<file path="config.mk">
export PLATFORM = sky130hd
export DESIGN_NAME = heatmap_keypoint_decoder
export DESIGN_NICKNAME = d
export VERILOG_FILES = /design/src/rtl/core/hkd_pkg.sv /design/src/rtl/core/hkd_divider.sv /design/src/rtl/core/hkd_peak_tracker.sv /design/src/rtl/core/heatmap_keypoint_decoder.sv
export SDC_FILE = /design/constraint.sdc
export NUM_CORES = 1
export LEC_CHECK = 0
export BUFFER_PORTS_ARGS = -buffer_cell sky130_fd_sc_hd__buf_2
export CAP_MARGIN = 20
export CORE_ASPECT_RATIO = 0.9
export CORE_UTILIZATION = 59
export CTS_BUF_LIST = sky130_fd_sc_hd__clkbuf_16
export CTS_CLUSTER_DIAMETER = 150
export DETAILED_ROUTE_END_ITERATION = 8
export GPL_TIMING_DRIVEN = 0
export PLACE_DENSITY_LB_ADDON = 0.12
export SLEW_MARGIN = 30
export SYNTH_ARGS = -nofsm -noshare
export SYNTH_HDL_FRONTEND = slang
export SYNTH_SLANG_ARGS = --single-unit
</file>
<file path="constraint.sdc">
create_clock -name clk -period 19.5 [get_ports clk]
set_input_delay 0 -clock clk [delete_from_list [all_inputs] [get_ports clk]]
set_output_delay 0 -clock clk [all_outputs]
set_load 0.01 [all_outputs]
</file>
<file path="src/rtl/core/hkd_pkg.sv">
// ----------------------------------------------------------------------------
// hkd_pkg
// Shared constants and types of the heatmap keypoint decoder.
// ----------------------------------------------------------------------------
package hkd_pkg;

  localparam int unsigned MAX_KEYPOINTS = 70;
  localparam int unsigned MAX_MAP_SIDE  = 128;

  localparam int unsigned SIDE_W  = 8;   // map side register width
  localparam int unsigned CNT_W   = 7;   // column, row, map and found counters
  localparam int unsigned KP_W    = 7;
  localparam int unsigned THR_W   = 13;
  localparam int unsigned HEAT_W  = 16;
  localparam int unsigned BOX_W   = 12;
  localparam int unsigned PT_W    = 17;  // Q.4 pixel coordinate
  localparam int unsigned FRAC_W  = 4;

  // Scaled position: position * box size * 16
  localparam int unsigned NUM_W   = CNT_W + BOX_W + FRAC_W;
  localparam int unsigned STEP_W  = $clog2(NUM_W);

  localparam int unsigned CFG_ADDR_W = 2;
  localparam int unsigned CFG_DATA_W = THR_W;

  localparam logic [CFG_ADDR_W-1:0] REG_MAP_WIDTH  = 2'd0;
  localparam logic [CFG_ADDR_W-1:0] REG_MAP_HEIGHT = 2'd1;
  localparam logic [CFG_ADDR_W-1:0] REG_KEYPOINTS  = 2'd2;
  localparam logic [CFG_ADDR_W-1:0] REG_THRESHOLD  = 2'd3;

  localparam logic [SIDE_W-1:0] MAP_WIDTH_RST  = 8'd46;
  localparam logic [SIDE_W-1:0] MAP_HEIGHT_RST = 8'd46;
  localparam logic [KP_W-1:0]   KEYPOINTS_RST  = 7'd70;
  localparam logic [THR_W-1:0]  THRESHOLD_RST  = 13'd410;

  localparam int unsigned IN_DATA_W  = 64;
  localparam int unsigned OUT_DATA_W = 88;

  // Effective (clamped) settings seen by the datapath
  typedef struct packed {
    logic [SIDE_W-1:0] width;
    logic [SIDE_W-1:0] height;
    logic [SIDE_W-1:0] keypoints;
    logic [THR_W-1:0]  threshold;
  } hkd_cfg_t;

  // Everything known about a map when its last sample is taken
  typedef struct packed {
    logic [KP_W-1:0]   index;
    logic              found;
    logic [CNT_W-1:0]  count;
    logic              last;
    logic [CNT_W-1:0]  column;
    logic [CNT_W-1:0]  row;
    logic [SIDE_W-1:0] width;
    logic [SIDE_W-1:0] height;
    logic [BOX_W-1:0]  box_x;
    logic [BOX_W-1:0]  box_y;
    logic [BOX_W-1:0]  box_w;
    logic [BOX_W-1:0]  box_h;
  } hkd_map_res_t;

endpackage

</file>
<file path="src/rtl/core/hkd_divider.sv">
// ----------------------------------------------------------------------------
// hkd_divider
// Restoring divider, one quotient bit per cycle, shared by both axes.
// ----------------------------------------------------------------------------
module hkd_divider (
  input  logic                         clk,
  input  logic                         rst,
  input  logic                         start,
  input  logic [hkd_pkg::NUM_W-1:0]    numerator,
  input  logic [hkd_pkg::SIDE_W-1:0]   divisor,
  output logic                         done,
  output logic [hkd_pkg::NUM_W-1:0]    quotient
);
  import hkd_pkg::*;

  logic                busy;
  logic [STEP_W-1:0]   step;
  logic [SIDE_W-1:0]   dvs;
  logic [SIDE_W-1:0]   rem;
  logic [SIDE_W:0]     trial;
  logic                fits;

  // remainder stays below the divisor, so one extra bit holds the shifted value
  assign trial = {rem, quotient[NUM_W-1]} - {1'b0, dvs};
  assign fits  = ~trial[SIDE_W];

  always_ff @(posedge clk) begin
    if (rst) begin
      busy <= 1'b0;
      done <= 1'b0;
      step <= '0;
    end else begin
      done <= 1'b0;
      if (start) begin
        busy <= 1'b1;
        step <= '0;
      end else if (busy) begin
        step <= step + 1'b1;
        if (step == STEP_W'(NUM_W - 1)) begin
          busy <= 1'b0;
          done <= 1'b1;
        end
      end
    end
  end

  always_ff @(posedge clk) begin
    if (start) begin
      dvs      <= divisor;
      rem      <= '0;
      quotient <= numerator;
    end else if (busy) begin
      rem      <= fits ? trial[SIDE_W-1:0] : {rem[SIDE_W-2:0], quotient[NUM_W-1]};
      quotient <= {quotient[NUM_W-2:0], fits};
    end
  end

  property p_done_after_busy;
    @(posedge clk) disable iff (rst) done |-> $past(busy);
  endproperty
  assert property (p_done_after_busy) else $error("divider done without a run");

  property p_step_bound;
    @(posedge clk) disable iff (rst) busy |-> (step < STEP_W'(NUM_W));
  endproperty
  assert property (p_step_bound) else $error("divider step out of range");

  property p_start_clears_done;
    @(posedge clk) disable iff (rst) start |=> !done;
  endproperty
  assert property (p_start_clears_done) else $error("divider finished too early");

endmodule

</file>
<file path="src/rtl/core/hkd_peak_tracker.sv">
// ----------------------------------------------------------------------------
// hkd_peak_tracker
// Scan counters, running peak, box latch and found count per frame.
// ----------------------------------------------------------------------------
module hkd_peak_tracker (
  input  logic                          clk,
  input  logic                          rst,
  input  hkd_pkg::hkd_cfg_t             cfg,
  input  logic                          take,
  input  logic signed [hkd_pkg::HEAT_W-1:0] heat_value,
  input  logic [hkd_pkg::BOX_W-1:0]     box_x,
  input  logic [hkd_pkg::BOX_W-1:0]     box_y,
  input  logic [hkd_pkg::BOX_W-1:0]     box_width,
  input  logic [hkd_pkg::BOX_W-1:0]     box_height,
  output logic                          res_valid,
  output hkd_pkg::hkd_map_res_t         res
);
  import hkd_pkg::*;

  logic [CNT_W-1:0]         column_counter;
  logic [CNT_W-1:0]         row_counter;
  logic [CNT_W-1:0]         map_counter;
  logic [CNT_W-1:0]         found_counter;
  logic signed [HEAT_W-1:0] peak_value;
  logic [CNT_W-1:0]         peak_column;
  logic [CNT_W-1:0]         peak_row;
  logic [4*BOX_W-1:0]       latched_box;

  logic [CNT_W-1:0]         col_inc, row_inc, map_inc;
  logic                     col_wrap, row_wrap, map_end, last;
  logic                     frame_start, map_start, replace, found;
  logic [4*BOX_W-1:0]       box_cur;
  logic signed [HEAT_W-1:0] peak_value_next;
  logic [CNT_W-1:0]         peak_column_next, peak_row_next;
  logic [CNT_W-1:0]         found_base, found_next;

  always_comb begin
    col_inc  = column_counter + 1'b1;
    row_inc  = row_counter + 1'b1;
    map_inc  = map_counter + 1'b1;
    col_wrap = ({1'b0, col_inc} >= cfg.width) || (col_inc == '0);
    row_wrap = ({1'b0, row_inc} >= cfg.height) || (row_inc == '0);
    map_end  = col_wrap && row_wrap;
    last     = ({1'b0, map_counter} + 1'b1) >= cfg.keypoints;

    map_start   = (column_counter == '0) && (row_counter == '0);
    frame_start = map_start && (map_counter == '0);
    box_cur     = frame_start ? {box_height, box_width, box_y, box_x} : latched_box;

    replace          = map_start || (heat_value > peak_value);
    peak_value_next  = replace ? heat_value : peak_value;
    peak_column_next = replace ? column_counter : peak_column;
    peak_row_next    = replace ? row_counter : peak_row;

    found      = $signed({peak_value_next[HEAT_W-1], peak_value_next})
               > $signed({{(HEAT_W + 1 - THR_W){1'b0}}, cfg.threshold});
    found_base = frame_start ? '0 : found_counter;
    found_next = found ? found_base + 1'b1 : found_base;
  end

  always_ff @(posedge clk) begin
    if (rst) begin
      column_counter <= '0;
      row_counter    <= '0;
      map_counter    <= '0;
      found_counter  <= '0;
      peak_value     <= '0;
      peak_column    <= '0;
      peak_row       <= '0;
      latched_box    <= '0;
      res_valid      <= 1'b0;
    end else begin
      res_valid <= take && map_end;
      if (take) begin
        column_counter <= col_wrap ? '0 : col_inc;
        if (col_wrap) begin
          row_counter <= row_wrap ? '0 : row_inc;
        end
        if (map_end) begin
          map_counter   <= last ? '0 : map_inc;
          found_counter <= found_next;
        end else begin
          found_counter <= found_base;
        end
        peak_value  <= peak_value_next;
        peak_column <= peak_column_next;
        peak_row    <= peak_row_next;
        latched_box <= box_cur;
      end
    end
  end

  // snapshot of the finished map
  always_ff @(posedge clk) begin
    if (take && map_end) begin
      res.index  <= map_counter;
      res.found  <= found;
      res.count  <= found_next;
      res.last   <= last;
      res.column <= peak_column_next;
      res.row    <= peak_row_next;
      res.width  <= cfg.width;
      res.height <= cfg.height;
      res.box_x  <= box_cur[BOX_W-1:0];
      res.box_y  <= box_cur[2*BOX_W-1:BOX_W];
      res.box_w  <= box_cur[3*BOX_W-1:2*BOX_W];
      res.box_h  <= box_cur[4*BOX_W-1:3*BOX_W];
    end
  end

  property p_col_in_range;
    @(posedge clk) disable iff (rst)
      $past(take) && !$past(rst) |-> ({1'b0, column_counter} < $past(cfg.width));
  endproperty
  assert property (p_col_in_range) else $error("column counter past map width");

  property p_result_on_wrap;
    @(posedge clk) disable iff (rst)
      res_valid |-> (column_counter == '0) && (row_counter == '0);
  endproperty
  assert property (p_result_on_wrap) else $error("map result without scan wrap");

  property p_count_bound;
    @(posedge clk) disable iff (rst) res_valid |-> (res.count <= {1'b0, res.index} + 1'b1);
  endproperty
  assert property (p_count_bound) else $error("found count exceeds maps seen");

endmodule

</file>
<file path="src/rtl/core/heatmap_keypoint_decoder.sv">
// ----------------------------------------------------------------------------
// heatmap_keypoint_decoder
// Per-map argmax over a heatmap stream, threshold test and mapping of the
// peak into the face box in Q.4 pixels.
//
//   channel   dir  transfer                     payload
//   s_axis    in   one heatmap sample           tdata: heat, box x/y/w/h
//   m_axis    out  one keypoint per map         tdata, tuser=found, tlast=frame
//   cfg       in   register write (cfg_we)      cfg_addr, cfg_wdata
//
// A sample that does not end a map does not stall the input. The sample
// that ends a map stalls it: a start, then x and y in turn in one shared
// restoring divider (one bit per cycle), then a load of the output register.
// The result may wait there for m_axis while the next map streams in; a result
// still waiting when the next map ends stretches that stall until it is taken.
// Reset is synchronous: it clears counters, peak, box latch and valid flags.
// ----------------------------------------------------------------------------
module heatmap_keypoint_decoder (
  input  logic                               clk,
  input  logic                               rst,
  input  logic                               s_axis_tvalid,
  output logic                               s_axis_tready,
  // heat_value[15:0], box_x[27:16], box_y[39:28], box_width[51:40],
  // box_height[63:52]
  input  logic [hkd_pkg::IN_DATA_W-1:0]      s_axis_tdata,
  output logic                               m_axis_tvalid,
  input  logic                               m_axis_tready,
  // keypoint_index[6:0], point_x[23:7], point_y[40:24], detected_count[47:41],
  // center_x[64:48], center_y[81:65], zero[87:82]
  output logic [hkd_pkg::OUT_DATA_W-1:0]     m_axis_tdata,
  // found[0]
  output logic                               m_axis_tuser,
  output logic                               m_axis_tlast,
  input  logic                               cfg_we,
  input  logic [hkd_pkg::CFG_ADDR_W-1:0]     cfg_addr,
  input  logic [hkd_pkg::CFG_DATA_W-1:0]     cfg_wdata
);
  import hkd_pkg::*;

  typedef enum logic [3:0] {
    ST_IDLE = 4'b0001,
    ST_DIVX = 4'b0010,
    ST_DIVY = 4'b0100,
    ST_EMIT = 4'b1000
  } state_t;

  state_t state, state_next;

  logic [SIDE_W-1:0] map_width, map_height;
  logic [KP_W-1:0]   keypoints_used;
  logic [THR_W-1:0]  confidence_threshold;
  hkd_cfg_t          cfg;

  logic              take;
  logic              res_valid;
  hkd_map_res_t      res;

  logic              div_start, div_done, use_y;
  logic [NUM_W-1:0]  div_num, div_q;
  logic [SIDE_W-1:0] div_den;
  logic [CNT_W-1:0]  mul_pos;
  logic [BOX_W-1:0]  mul_size;
  logic [CNT_W+BOX_W-1:0] mul_prod;
  logic [PT_W-1:0]   qx;

  logic [PT_W-1:0]   point_x, point_y, center_x, center_y;

  // configuration registers
  always_ff @(posedge clk) begin
    if (rst) begin
      map_width            <= MAP_WIDTH_RST;
      map_height           <= MAP_HEIGHT_RST;
      keypoints_used       <= KEYPOINTS_RST;
      confidence_threshold <= THRESHOLD_RST;
    end else if (cfg_we) begin
      case (cfg_addr)
        REG_MAP_WIDTH:  map_width            <= cfg_wdata[SIDE_W-1:0];
        REG_MAP_HEIGHT: map_height           <= cfg_wdata[SIDE_W-1:0];
        REG_KEYPOINTS:  keypoints_used       <= cfg_wdata[KP_W-1:0];
        REG_THRESHOLD:  confidence_threshold <= cfg_wdata;
        default: ;
      endcase
    end
  end

  // clamp zero up to one and large values down to the maximum
  always_comb begin
    cfg.width = (map_width == '0) ? SIDE_W'(1)
              : (map_width > SIDE_W'(MAX_MAP_SIDE)) ? SIDE_W'(MAX_MAP_SIDE) : map_width;
    cfg.height = (map_height == '0) ? SIDE_W'(1)
               : (map_height > SIDE_W'(MAX_MAP_SIDE)) ? SIDE_W'(MAX_MAP_SIDE) : map_height;
    cfg.keypoints = (keypoints_used == '0) ? SIDE_W'(1)
                  : ({1'b0, keypoints_used} > SIDE_W'(MAX_KEYPOINTS)) ? SIDE_W'(MAX_KEYPOINTS)
                  : {1'b0, keypoints_used};
    cfg.threshold = confidence_threshold;
  end

  // hold the input while a finished map is being scaled
  assign s_axis_tready = (state == ST_IDLE) && !res_valid;
  assign take          = s_axis_tvalid && s_axis_tready;

  hkd_peak_tracker u_tracker (
    .clk        (clk),
    .rst        (rst),
    .cfg        (cfg),
    .take       (take),
    .heat_value (s_axis_tdata[HEAT_W-1:0]),
    .box_x      (s_axis_tdata[HEAT_W+BOX_W-1:HEAT_W]),
    .box_y      (s_axis_tdata[HEAT_W+2*BOX_W-1:HEAT_W+BOX_W]),
    .box_width  (s_axis_tdata[HEAT_W+3*BOX_W-1:HEAT_W+2*BOX_W]),
    .box_height (s_axis_tdata[HEAT_W+4*BOX_W-1:HEAT_W+3*BOX_W]),
    .res_valid  (res_valid),
    .res        (res)
  );

  // operand select for the shared divider: x first, y once x is done
  assign use_y    = (state == ST_DIVX);
  assign mul_pos  = use_y ? res.row : res.column;
  assign mul_size = use_y ? res.box_h : res.box_w;
  assign mul_prod = mul_pos * mul_size;
  assign div_num  = {mul_prod, {FRAC_W{1'b0}}};
  assign div_den  = use_y ? res.height : res.width;

  assign div_start = ((state == ST_IDLE) && res_valid) || ((state == ST_DIVX) && div_done);

  hkd_divider u_div (
    .clk       (clk),
    .rst       (rst),
    .start     (div_start),
    .numerator (div_num),
    .divisor   (div_den),
    .done      (div_done),
    .quotient  (div_q)
  );

  always_comb begin
    state_next = state;
    case (state)
      ST_IDLE: if (res_valid) state_next = ST_DIVX;
      ST_DIVX: if (div_done)  state_next = ST_DIVY;
      ST_DIVY: if (div_done)  state_next = ST_EMIT;
      ST_EMIT: if (!m_axis_tvalid || m_axis_tready) state_next = ST_IDLE;
      default: state_next = ST_IDLE;
    endcase
  end

  always_ff @(posedge clk) begin
    if (rst) begin
      state <= ST_IDLE;
    end else begin
      state <= state_next;
    end
  end

  always_ff @(posedge clk) begin
    if ((state == ST_DIVX) && div_done) begin
      qx <= div_q[PT_W-1:0];
    end
  end

  // y quotient stays in the divider until the next start
  always_comb begin
    point_x  = res.found ? ({1'b0, res.box_x, {FRAC_W{1'b0}}} + qx) : '0;
    point_y  = res.found ? ({1'b0, res.box_y, {FRAC_W{1'b0}}} + div_q[PT_W-1:0]) : '0;
    center_x = {1'b0, res.box_x, {FRAC_W{1'b0}}} + {2'b00, res.box_w, 3'b000};
    center_y = {1'b0, res.box_y, {FRAC_W{1'b0}}} + {2'b00, res.box_h, 3'b000};
  end

  always_ff @(posedge clk) begin
    if (rst) begin
      m_axis_tvalid <= 1'b0;
    end else if ((state == ST_EMIT) && (!m_axis_tvalid || m_axis_tready)) begin
      m_axis_tvalid <= 1'b1;
    end else if (m_axis_tready) begin
      m_axis_tvalid <= 1'b0;
    end
  end

  always_ff @(posedge clk) begin
    if ((state == ST_EMIT) && (!m_axis_tvalid || m_axis_tready)) begin
      m_axis_tdata <= {{(OUT_DATA_W - 2*KP_W - 4*PT_W){1'b0}}, center_y, center_x,
                       res.count, point_y, point_x, res.index};
      m_axis_tuser <= res.found;
      m_axis_tlast <= res.last;
    end
  end

  property p_ready_only_idle;
    @(posedge clk) disable iff (rst) s_axis_tready |-> (state == ST_IDLE);
  endproperty
  assert property (p_ready_only_idle) else $error("input ready while busy");

  property p_done_in_div;
    @(posedge clk) disable iff (rst) div_done |-> (state == ST_DIVX) || (state == ST_DIVY);
  endproperty
  assert property (p_done_in_div) else $error("divider result outside a division state");

  property p_not_found_zero;
    @(posedge clk) disable iff (rst)
      m_axis_tvalid && !m_axis_tuser |-> (m_axis_tdata[2*PT_W+KP_W-1:KP_W] == '0);
  endproperty
  assert property (p_not_found_zero) else $error("coordinates set on a missed keypoint");

  property p_result_into_idle;
    @(posedge clk) disable iff (rst) res_valid |-> (state == ST_IDLE);
  endproperty
  assert property (p_result_into_idle) else $error("map finished while scaling");

endmodule
</file>
==> impl_metrics.tcl <==
set metrics [dict create \
    synthesis_warnings 0 \
    cts_buffers 42 \
    ys_async_sr_fraction 0 \
    drt_first_iter_violations 1164 \
    worst_ep_arrival_time_ps 7630 \
    pwrdens_nw_per_um2 72.8 \
    wl_per_cell_um 18.5 \
    synth.area.top_cells "edfxtp_1 30%, dfxtp_1 15%, ha_1 8.7%" \
    grt_pass1_wl_um 88000 \
    core_area_um2 36100 \
    synth_area_per_cell_um2 9.73 \
    critical-path-slowest-cell "a2111oi_0" \
    worstSetupPathType "flip-flop to flip-flop" \
    cts-htree-levels 2 \
    mostFrequentLayoutCells "293 x nor2_1, 267 x nand2_1, 216 x edfxtp_1" \
    area_delta_synth_final_pct 17.3 \
    skew_ps 11.1 \
    clkSlewWorstSetupHoldPaths_ps 60 \
    gp_congestion 0.931 \
    placedCellCount 2874 \
    dr_vias_cell 5.68 \
    post-route-min-period_ps 7360 \
    cp.required_ps 19780 \
    cp_num_buf_inv 5 \
    drive_above_1_share 0.139 \
    fmax_mhz 136 \
    insertion_delay_ps 560 \
    portion_of_the_post_synthesis_area_used_by_sequential_elements 0.455 \
    synth-edff-count 216 \
    outcome "complete, but fails checks" \
    crit_path_frequent_cell "fa_1" \
    synth_flop_cell "edfxtp_1" \
    floorplan_row_count 66 \
    maxSlewHeadroom 0.356 \
    number_of_routed_nets_with_antenna_violations 0 \
    leading_cell_type_in_the_layout_fill_and_taps_excluded "nor2_1" \
    cp_top_family "adder cells" \
    initial_utilization 0.599 \
    clock-root-buffer "clkbuf_16" \
    routed_wirelength_um 56100 \
    placement.io_buffers 163 \
    post-synth-top-area-fraction 0.300 \
    die-height_um 184 \
    num_antenna_cells 0 \
    ys_seq_elements 383 \
    synth_cell_type_count 83 \
    holdCritPathClass "input port to flip-flop" \
    largest_voltage_drop_on_the_vdd_net_v 0.0000575 \
    design.portCount 176 \
    cts_setup_buffers 0 \
    grt_start_max_net_pins 65 \
    holdBufCountCts 79 \
    timing.final.crit_share 0.377 \
    setup_violations 0 \
    cap_violations 0 \
    drc 1 \
    dieArea_um2 37400 \
    hold_violations 0 \
    totalPowerFinal_mw 1.84 \
    endpoint_kind "flip-flop" \
    post_synth_instance_area_um2 21600 \
    finish.utilization 0.702 \
    vias 17200 \
    crit_path_max_fanout 10 \
    die_span_x_um 204 \
    dpl.hpwl_um 41500 \
    dpl-instance-area_um2 23200 \
    track_usage 0.302 \
    rsz0062_at_grt "false" \
    drt-pass1-iter-count 7 \
    fin_setup_tns_ps 0 \
    leakage_nw 10.8 \
    cell_by_cell_listing_of_the_critical_path "nor4b_1, clkbuf_1, buf_2, mux2i_1, clkbuf_1, nor2_1, fa_1, fa_1, fa_1, inv_1, fa_1, inv_1, ha_1, o21a_1, o21a_1, a2111oi_0, or3_1, a31oi_1, a21oi_1, xor2_1, o21ai_0" \
    synth_area_leader_cell "edfxtp_1" \
    cts-resized-gates 0 \
    antenna_violations_before_repair 0 \
    finalNonFillerCells 3028 \
    global_route.overflow_total 0 \
    crit_path_largest_cell_delay_ps 670 \
    clk_path_buf_depth 3 \
    startpoint_type "flip-flop" \
    syn-instance-count 2220 \
    grt_pass1_vias 16900 \
    failing_checks "design-rule violations" \
    layout.nets 2809 \
    clock_tree_from_tritoncts "done" \
    cts_sinks 383 \
    layout.cell_area.non_filler_um2 25300 \
    drv_slew 0 \
    worst-slew-pin-transition_ps 939 \
    r2r_setup_slack_ps 12140 \
]
[flip-flops by register name (all words and copies together), names as in the netlist, 4 cells and up]
name	cells
u_tracker.res	94
u_div.rem	8
map_width	8
u_div.quotient	23
qx	17
u_tracker.found_counter	7
u_div.step	5
state	4
u_tracker.peak_column	7
keypoints_used	7
map_height	8
u_div.dvs	8
confidence_threshold	13
u_tracker.map_counter	7
u_tracker.row_counter	7
u_tracker.peak_row	7
u_tracker.peak_value	16
u_tracker.column_counter	7
u_tracker.latched_box	48
m_axis_tdata	76
[synthesized netlist by cell type, drive strengths merged (53+ instances only)]
| library cell | instances |
|---|---|
| nor2 | 294 |
| o21ai | 76 |
| dfxtp | 167 |
| edfxtp | 216 |
| clkbuf | 75 |
| xnor2 | 53 |
| inv | 167 |
| nor3 | 90 |
| ha | 150 |
| a21oi | 86 |
| fa | 54 |
| nand2 | 267 |
[worst min-delay path: cells and delay by family]
| family | cells | cell delay, ps |
|---|---|---|
| multiplexers | 1 | 180 |
| AO/OA/AOI/OAI | 1 | 180 |
| buffers and inverters | 1 | 120 |
| AND/OR/NAND/NOR | 1 | 40 |
[final cells by class]
type | instances | area, um2
Timing Repair Buffer | 246 | 1720
Buffer | 104 | 459
Multi-Input combinational cell | 1576 | 10700
Clock buffer | 44 | 1100
Sequential cell | 383 | 9830
Clock inverter | 31 | 254
Inverter | 168 | 636
Fill cell | 2741 | 10800
Tap cell | 476 | 596
[logic make-up after synthesis]
logic type,count (synthesis),share of synthesized area
XOR/XNOR,76,0.0312
other,1,0.000174
adder cells (fa/ha/maj),204,0.137
AO/OA/AOI/OAI,304,0.0917
multiplexers,81,0.0400
flip-flops,383,0.455
buffers and inverters,272,0.0504
AND/OR/NAND/NOR,899,0.194
[per-layer routing]
layer | vias up | wire (um) | global-route usage
met2 | 638 | 26500 | 0.509
met4 | 0 | 2720 | 0.147
li1 | 8232 | - | -
met1 | 8195 | 23500 | 0.388
met3 | 133 | 3340 | 0.0347
met5 | - | 0 | 0
[worst paths after layout]
check	depth (start not counted)	to	startpoint
worst max-delay path	21	u_div.quotient[21]$_DFFE_PP_	state[1]$_SDFFE_PP0P_
worst min-delay path	4	u_tracker.peak_value[1]$_SDFFE_PP0P_	s_axis_tdata[1]
worst max register to register	21	u_div.quotient[21]$_DFFE_PP_	state[1]$_SDFFE_PP0P_
worst min register to register	0	m_axis_tdata[3]$_DFFE_PP_	u_tracker.res[90]$_DFFE_PP_
[metrics by stage]
stage	worst slack, ps	hold WS (ps)
4_1_cts	12250	3.72
2_1_floorplan	13310	118
5_1_grt	11670	25.6
6_report	12140	32.5
3_3_place_gp	12330	204
3_5_place_dp	12320	207
[power by group]
part           switching (mW)  internal [mW]
clock                   0.333          0.450
sequential             0.0120          0.869
combinational           0.107         0.0741
Note: power is estimated with default switching activity, not from simulation.
